## src/design/dbat_pkg.sv

```systemverilog
package dbat_pkg;

   localparam int SLOTS = 8;
   localparam int SLOT_W = $clog2(SLOTS);

   typedef enum logic [1:0] {
      FUNC_BYTE  = 2'd0,
      FUNC_OPEN  = 2'd1,
      FUNC_CLOSE = 2'd2,
      FUNC_NONE  = 2'd3
   } func_type;

   typedef enum logic [1:0] {
      KIND_DESC  = 2'd0,
      KIND_SECT  = 2'd1,
      KIND_OPEN  = 2'd2,
      KIND_CLOSE = 2'd3
   } kind_type;

   typedef enum logic [2:0] {
      ST_ACCEPTED  = 3'd0,
      ST_COMPLETE  = 3'd1,
      ST_DUPLICATE = 3'd2,
      ST_UNKNOWN   = 3'd3,
      ST_OTHER     = 3'd4,
      ST_BADNUM    = 3'd5,
      ST_OPEN      = 3'd6,
      ST_FULL      = 3'd7
   } status_type;

   typedef enum logic [3:0] {
      PH_HDR    = 4'd0,
      PH_BQLEN  = 4'd1,
      PH_BQSKIP = 4'd2,
      PH_TSLEN  = 4'd3,
      PH_ENTRY  = 4'd4,
      PH_TAG    = 4'd5,
      PH_LEN    = 4'd6,
      PH_PAY    = 4'd7,
      PH_DONE   = 4'd8
   } phase_type;

   typedef struct packed {
      logic [1:0]  func;
      logic [7:0]  section_byte;
      logic        section_end;
      logic [15:0] bouquet;
   } req_type;

   typedef struct packed {
      logic [1:0]  kind;
      logic [15:0] stream_id;
      logic [7:0]  descriptor_tag;
      logic [7:0]  payload_byte;
      logic [8:0]  byte_offset;
      logic        descriptor_last;
      logic [2:0]  status;
      logic [2:0]  slot;
      logic        last_result;
   } rsp_type;

   typedef struct packed {
      logic        hit;
      logic [SLOT_W-1:0] idx;
   } match_type;

endpackage

```

## src/design/dbat_parser.sv

```systemverilog
module dbat_parser (
   input  logic                 clock,
   input  logic                 reset,
   input  logic                 step,
   input  dbat_pkg::req_type    req,
   input  logic [7:0]           table_id,
   input  dbat_pkg::status_type sect_status,
   input  logic [2:0]           sect_slot,
   input  dbat_pkg::status_type open_status,
   input  logic [2:0]           open_slot,
   output logic [15:0]          hdr_bq,
   output logic                 sect_now,
   output logic                 tid_ok,
   output logic [7:0]           sec,
   output logic [7:0]           last,
   output logic                 emit,
   output dbat_pkg::rsp_type    rsp
);
   import dbat_pkg::*;

   phase_type   ph_ff, ph_in;
   logic [3:0]  pos_ff, pos_in;
   logic [7:0]  hb_ff [8];
   logic [7:0]  hold_ff, hold_in, tag_ff, tag_in;
   logic [2:0]  slot_ff, slot_in;
   logic [11:0] bq_ff, bq_in, loop_ff, loop_in, ent_ff, ent_in;
   logic [11:0] loop_d, ent_d;
   logic [7:0]  dl_ff, dl_in;
   logic [8:0]  off_ff, off_in;
   logic [15:0] sid_ff, sid_in;
   logic [7:0]  b;

   assign b = req.section_byte;
   assign sect_now = req.func == FUNC_BYTE && ph_ff == PH_HDR && pos_ff == 4'd7;
   assign hdr_bq = {hb_ff[3], hb_ff[4]};
   assign sec = hb_ff[6];
   assign last = b;
   assign tid_ok = hb_ff[0] == table_id;
   assign loop_d = loop_ff - 12'd1;
   assign ent_d = ent_ff - 12'd1;

   always_comb begin
      ph_in = ph_ff; pos_in = pos_ff; hold_in = hold_ff; tag_in = tag_ff;
      slot_in = slot_ff; bq_in = bq_ff; loop_in = loop_ff; ent_in = ent_ff;
      dl_in = dl_ff; off_in = off_ff; sid_in = sid_ff;
      emit = 1'b0;
      rsp = '0;
      rsp.last_result = 1'b1;
      unique case (req.func)
         FUNC_OPEN: begin
            emit = 1'b1;
            rsp.kind = KIND_OPEN;
            rsp.status = open_status;
            rsp.slot = open_slot;
         end
         FUNC_CLOSE: begin
            emit = 1'b1;
            rsp.kind = KIND_CLOSE;
         end
         FUNC_NONE: ;
         FUNC_BYTE: begin
            unique case (ph_ff)
               PH_HDR: begin
                  if (pos_ff == 4'd7) begin
                     emit = 1'b1;
                     rsp.kind = KIND_SECT;
                     rsp.status = sect_status;
                     rsp.slot = sect_slot;
                     slot_in = sect_slot;
                     ph_in = (sect_status == ST_ACCEPTED || sect_status == ST_COMPLETE)
                        ? PH_BQLEN : PH_DONE;
                  end
                  pos_in = pos_ff + 4'd1;
               end
               PH_BQLEN: begin
                  if (pos_ff == 4'd8) begin
                     hold_in = b;
                     pos_in = 4'd9;
                  end else begin
                     bq_in = {hold_ff[3:0], b};
                     ph_in = (bq_in != 12'd0) ? PH_BQSKIP : PH_TSLEN;
                     pos_in = 4'd0;
                  end
               end
               PH_BQSKIP: begin
                  bq_in = bq_ff - 12'd1;
                  if (bq_in == 12'd0) ph_in = PH_TSLEN;
               end
               PH_TSLEN: begin
                  if (pos_ff == 4'd0) begin
                     hold_in = b;
                     pos_in = 4'd1;
                  end else begin
                     loop_in = {hold_ff[3:0], b};
                     ph_in = (loop_in != 12'd0) ? PH_ENTRY : PH_DONE;
                     pos_in = 4'd0;
                  end
               end
               PH_ENTRY: begin
                  if (pos_ff == 4'd0) sid_in = {b, 8'd0};
                  else if (pos_ff == 4'd1) sid_in = {sid_ff[15:8], b};
                  else if (pos_ff == 4'd4) hold_in = b;
                  loop_in = loop_d;
                  if (pos_ff == 4'd5) begin
                     ent_in = {hold_ff[3:0], b};
                     pos_in = 4'd0;
                     if (ent_in != 12'd0) ph_in = PH_TAG;
                  end else pos_in = pos_ff + 4'd1;
                  if (loop_d == 12'd0) ph_in = PH_DONE;
               end
               PH_TAG, PH_LEN, PH_PAY: begin
                  loop_in = loop_d;
                  ent_in = ent_d;
                  emit = 1'b1;
                  rsp.descriptor_last = loop_d == 12'd0 || ent_d == 12'd0;
                  if (ph_ff == PH_TAG) begin
                     tag_in = b;
                     off_in = 9'd0;
                     ph_in = PH_LEN;
                  end else if (ph_ff == PH_LEN) begin
                     off_in = 9'd1;
                     dl_in = b;
                     if (b == 8'd0) begin
                        rsp.descriptor_last = 1'b1;
                        ph_in = PH_TAG;
                     end else ph_in = PH_PAY;
                  end else begin
                     off_in = off_ff + 9'd1;
                     dl_in = dl_ff - 8'd1;
                     if (dl_in == 8'd0) begin
                        rsp.descriptor_last = 1'b1;
                        ph_in = PH_TAG;
                     end
                  end
                  rsp.kind = KIND_DESC;
                  rsp.stream_id = sid_in;
                  rsp.descriptor_tag = tag_in;
                  rsp.payload_byte = b;
                  rsp.byte_offset = off_in;
                  rsp.slot = slot_ff;
                  if (loop_d == 12'd0) ph_in = PH_DONE;
                  else if (ent_d == 12'd0) begin
                     ph_in = PH_ENTRY;
                     pos_in = 4'd0;
                  end
               end
               default: ;
            endcase
            if (req.section_end) begin
               ph_in = PH_HDR;
               pos_in = 4'd0;
            end
         end
         default: ;
      endcase
   end

   always_ff @(posedge clock) begin
      if (reset) begin
         ph_ff <= PH_HDR; pos_ff <= '0; hold_ff <= '0; tag_ff <= '0;
         slot_ff <= '0; bq_ff <= '0; loop_ff <= '0; ent_ff <= '0;
         dl_ff <= '0; off_ff <= '0; sid_ff <= '0;
         for (int i = 0; i < 8; i++) hb_ff[i] <= '0;
      end else if (step) begin
         ph_ff <= ph_in; pos_ff <= pos_in; hold_ff <= hold_in; tag_ff <= tag_in;
         slot_ff <= slot_in; bq_ff <= bq_in; loop_ff <= loop_in; ent_ff <= ent_in;
         dl_ff <= dl_in; off_ff <= off_in; sid_ff <= sid_in;
         if (req.func == FUNC_BYTE && ph_ff == PH_HDR) hb_ff[pos_ff[2:0]] <= b;
      end
   end
endmodule
```

## config.mk

```make
export PLATFORM = sky130hd
export DESIGN_NAME = dbat_parser
export DESIGN_NICKNAME = d
export VERILOG_FILES = /design/src/design/dbat_pkg.sv /design/src/design/dbat_parser.sv
export SDC_FILE = /design/constraint.sdc
export NUM_CORES = 1
export LEC_CHECK = 0
export BUFFER_PORTS_ARGS = -buffer_cell sky130_fd_sc_hd__buf_2
export CAP_MARGIN = 20
export CORE_ASPECT_RATIO = 0.75
export CORE_MARGIN = 2
export CORE_UTILIZATION = 35
export CTS_BUF_LIST = sky130_fd_sc_hd__clkbuf_16
export CTS_CLUSTER_SIZE = 20
export DETAILED_ROUTE_END_ITERATION = 8
export SLEW_MARGIN = 20
export SYNTH_ARGS = -nofsm -noshare
export SYNTH_HDL_FRONTEND = slang
export SYNTH_SLANG_ARGS = --single-unit
```

## constraint.sdc

```tcl
create_clock -name clock -period 5.09 [get_ports clock]
set_clock_uncertainty 0.15 [all_clocks]
set_input_delay 0 -clock clock [delete_from_list [all_inputs] [get_ports clock]]
set_output_delay 0 -clock clock [all_outputs]
set_load 0.05 [all_outputs]
```

==> run metrics <==
DP Cell Count 1,283; crit end category flip-flop; drt pass-1 iters 5; Setup TNS Final 0 ns; Routed Antenna Nets 0; Ys Warns 0; Multi-input gate area 0.00431 sq mm; Core Area 0.0211 sq mm; FP Rows 46; Die Ht 131 microns; root buffer cell clkbuf_16; largest cells by area after synthesis dfxtp_1, edfxtp_1, nor2_1; Longest Clk Path Bufs 2; worst skew pair latency 0.43 ns; grt met2 use 0.291; Crit Path Max Fanout 39; global-route wire length before repair 34,900 microns; Max Slew Vio Count 0; critical path launch point type flip-flop; Die W 173 microns; CTS Sinks 124; H-tree Lvls 4; Final Hold Fails 0; M1 GR Usage 0.290; WL per Instance 16.7 microns; DR vias 7,174; Worst Path Class, Setup reg -> reg; initial core utilization 0.357; die area 0.0227 sq mm; CTS tree yes; Final WS setup 1.62 ns; Cell Area, Synth 0.00754 sq mm; worst slew pin tran 1.04 ns; gr busiest metal met2; type of the worst min-delay path in -> reg; max_cap viols 0; Seq/Total Area, Yosys 0.372; prevailing post-synth register cell dfxtp_1; M3 GR Usage 0.0355; LEAKAGE 3.57 nW; # setup viols final 0; vias per inst 5.37; IO Count 136; Setup WS pre-CTS 1.64 ns; Area Growth Syn to Fin 19.1%; grt total ovfl 0; post-synth top area cell dfxtp_1; Power per Cell Area 266 mW/mm^2; RSZ-0062 raised after global routing false; async set-reset flop share out of synthesis 0; Yosys top cell area share 0.244; most common cell in the synthesized netlist nor2_1; Post-synth EDFFs 32; DRC violations left 0; pin count of the biggest net entering global routing 72; Synth Register Bits 124; worst path arrival time 3.68 ns; vias in the first global route 6,272; VDD IR max 0.160 mV; fin crit share 0.683; WL final 22,300 microns; iteration-0 DRC count of the detailed router 531; setup bufs post-CTS 0; Clock Pin Slew Worst Setup and Hold Paths 0.06 ns; Yosys cell types 79; share of layout cells above drive strength 1 0.179; # resized after CTS 0; Period minus WS final 3.47 ns; Req. time, crit path 5.29 ns; final worst hold slack 0.140 ns; commonest cells in the synthesized netlist nor2_1, nand2_1, dfxtp_1; final net count 1,098; Post-Layout Cell Count 1,336; Worst slew margin 0.306; GR Util All Layers 0.195; CTS Buf Count 17; Net Count, Synth 1,013; GP Congestion 0.821; Filler Cell Count 2,166; Post-DP HPWL 14,400 microns; maximum clock rate 0.288 GHz; cells after synthesis 948; status complete, no violations; port buffer count 118; Mean Syn Cell Area 7.95 sq um; FF/Latch Area 0.00280 sq mm; initial antenna violation count 0
==> through the flow <==
step | util | cell area [sq um] | total power [mW]
finish | 0.425 | 8980 | 2.39
global route | 0.425 | 8970 | 2.46
CTS | 0.425 | 8970 | 2.40
detailed placement | 0.389 | 8210 | 1.21
global placement | 0.389 | 8210 | 1.21
floorplan | - | 7540 | 1.15
==> report_power, final <==
| group | switching [mW] | total (mW) | internal (mW) |
|---|---|---|---|
| Clock | 0.509 | 1.19 | 0.685 |
| Sequential | 0.00397 | 1.02 | 1.02 |
| Combinational | 0.128 | 0.173 | 0.0448 |
| Total | 0.642 | 2.39 | 1.75 |
==> worst paths after layout <==
kind	cells after the start	slack, ns	from	endpoint
setup / recovery	7	1.62	ph_ff[2]	off_ff[6]
setup reg to reg	7	1.62	ph_ff[2]	off_ff[6]
hold / removal	4	0.14	sect_status[2]	ph_ff[3]
hold reg to reg	2	0.30	sid_ff[5]	sid_ff[5]
==> layout make-up <==
| class | count | share of cell area |
|---|---|---|
| antenna | 2 | 0.000557 |
| clock buffer | 17 | 0.0474 |
| clock inverter | 15 | 0.0163 |
| inverter | 20 | 0.00836 |
| multi-input combinational | 724 | 0.480 |
| sequential | 124 | 0.312 |
| tap | 288 | 0.0401 |
| timing repair buffer | 146 | 0.0948 |
==> timing repair <==
action / in CTS / in global routing
endpoints found under the hold margin: 50 / 0
hold buffers: 19 / 0
endpoints found under the setup margin: 0 / 0
==> worst max-delay path: stages (launching register included) <==
cell,delay [ns]
dfxtp_1,0.67
nand2b_1,0.60
nor2_2,0.22
buf_4,0.38
nand2_1,0.53
nor2_1,0.55
nand3b_1,0.13
a21oi_1,0.16
==> placed cells by master (no fill, tap or decap), types with 27 or more instances in the layout <==
master,instances
dfxtp_1,92
nand3_1,28
nor3_1,27
o21ai_0,60
a21oi_1,79
and2_1,35
nand2_1,104
and3_1,30
buf_2,117
edfxtp_1,32
nor2_1,121
==> state kept, by name, summed over array words and instances (netlist names), 8 cells and up <==
| name | count |
|---|---|
| dl_ff | 8 |
| hb_ff | 32 |
| bq_ff | 12 |
| ent_ff | 12 |
| sid_ff | 16 |
| loop_ff | 12 |
| off_ff | 9 |
| tag_ff | 8 |
==> kinds of logic after synthesis <==
family | synth area share
XOR/XNOR | 0.0244
multiplexers | 0.0254
buffers and inverters | 0.0563
other | 0.000498
AND/OR/NAND/NOR | 0.290
adder cells (fa/ha/maj) | 0.0249
flip-flops | 0.372
AO/OA/AOI/OAI | 0.207
==> layer usage <==
| layer | wire [microns] | vias up |
|---|---|---|
| li1 | - | 3557 |
| met4 | 193 | 0 |
| met1 | 11400 | 3402 |
| met5 | 0 | - |
| met3 | 1170 | 18 |
| met2 | 9610 | 197 |
No activity file was read; power rests on OpenSTA's default activity.
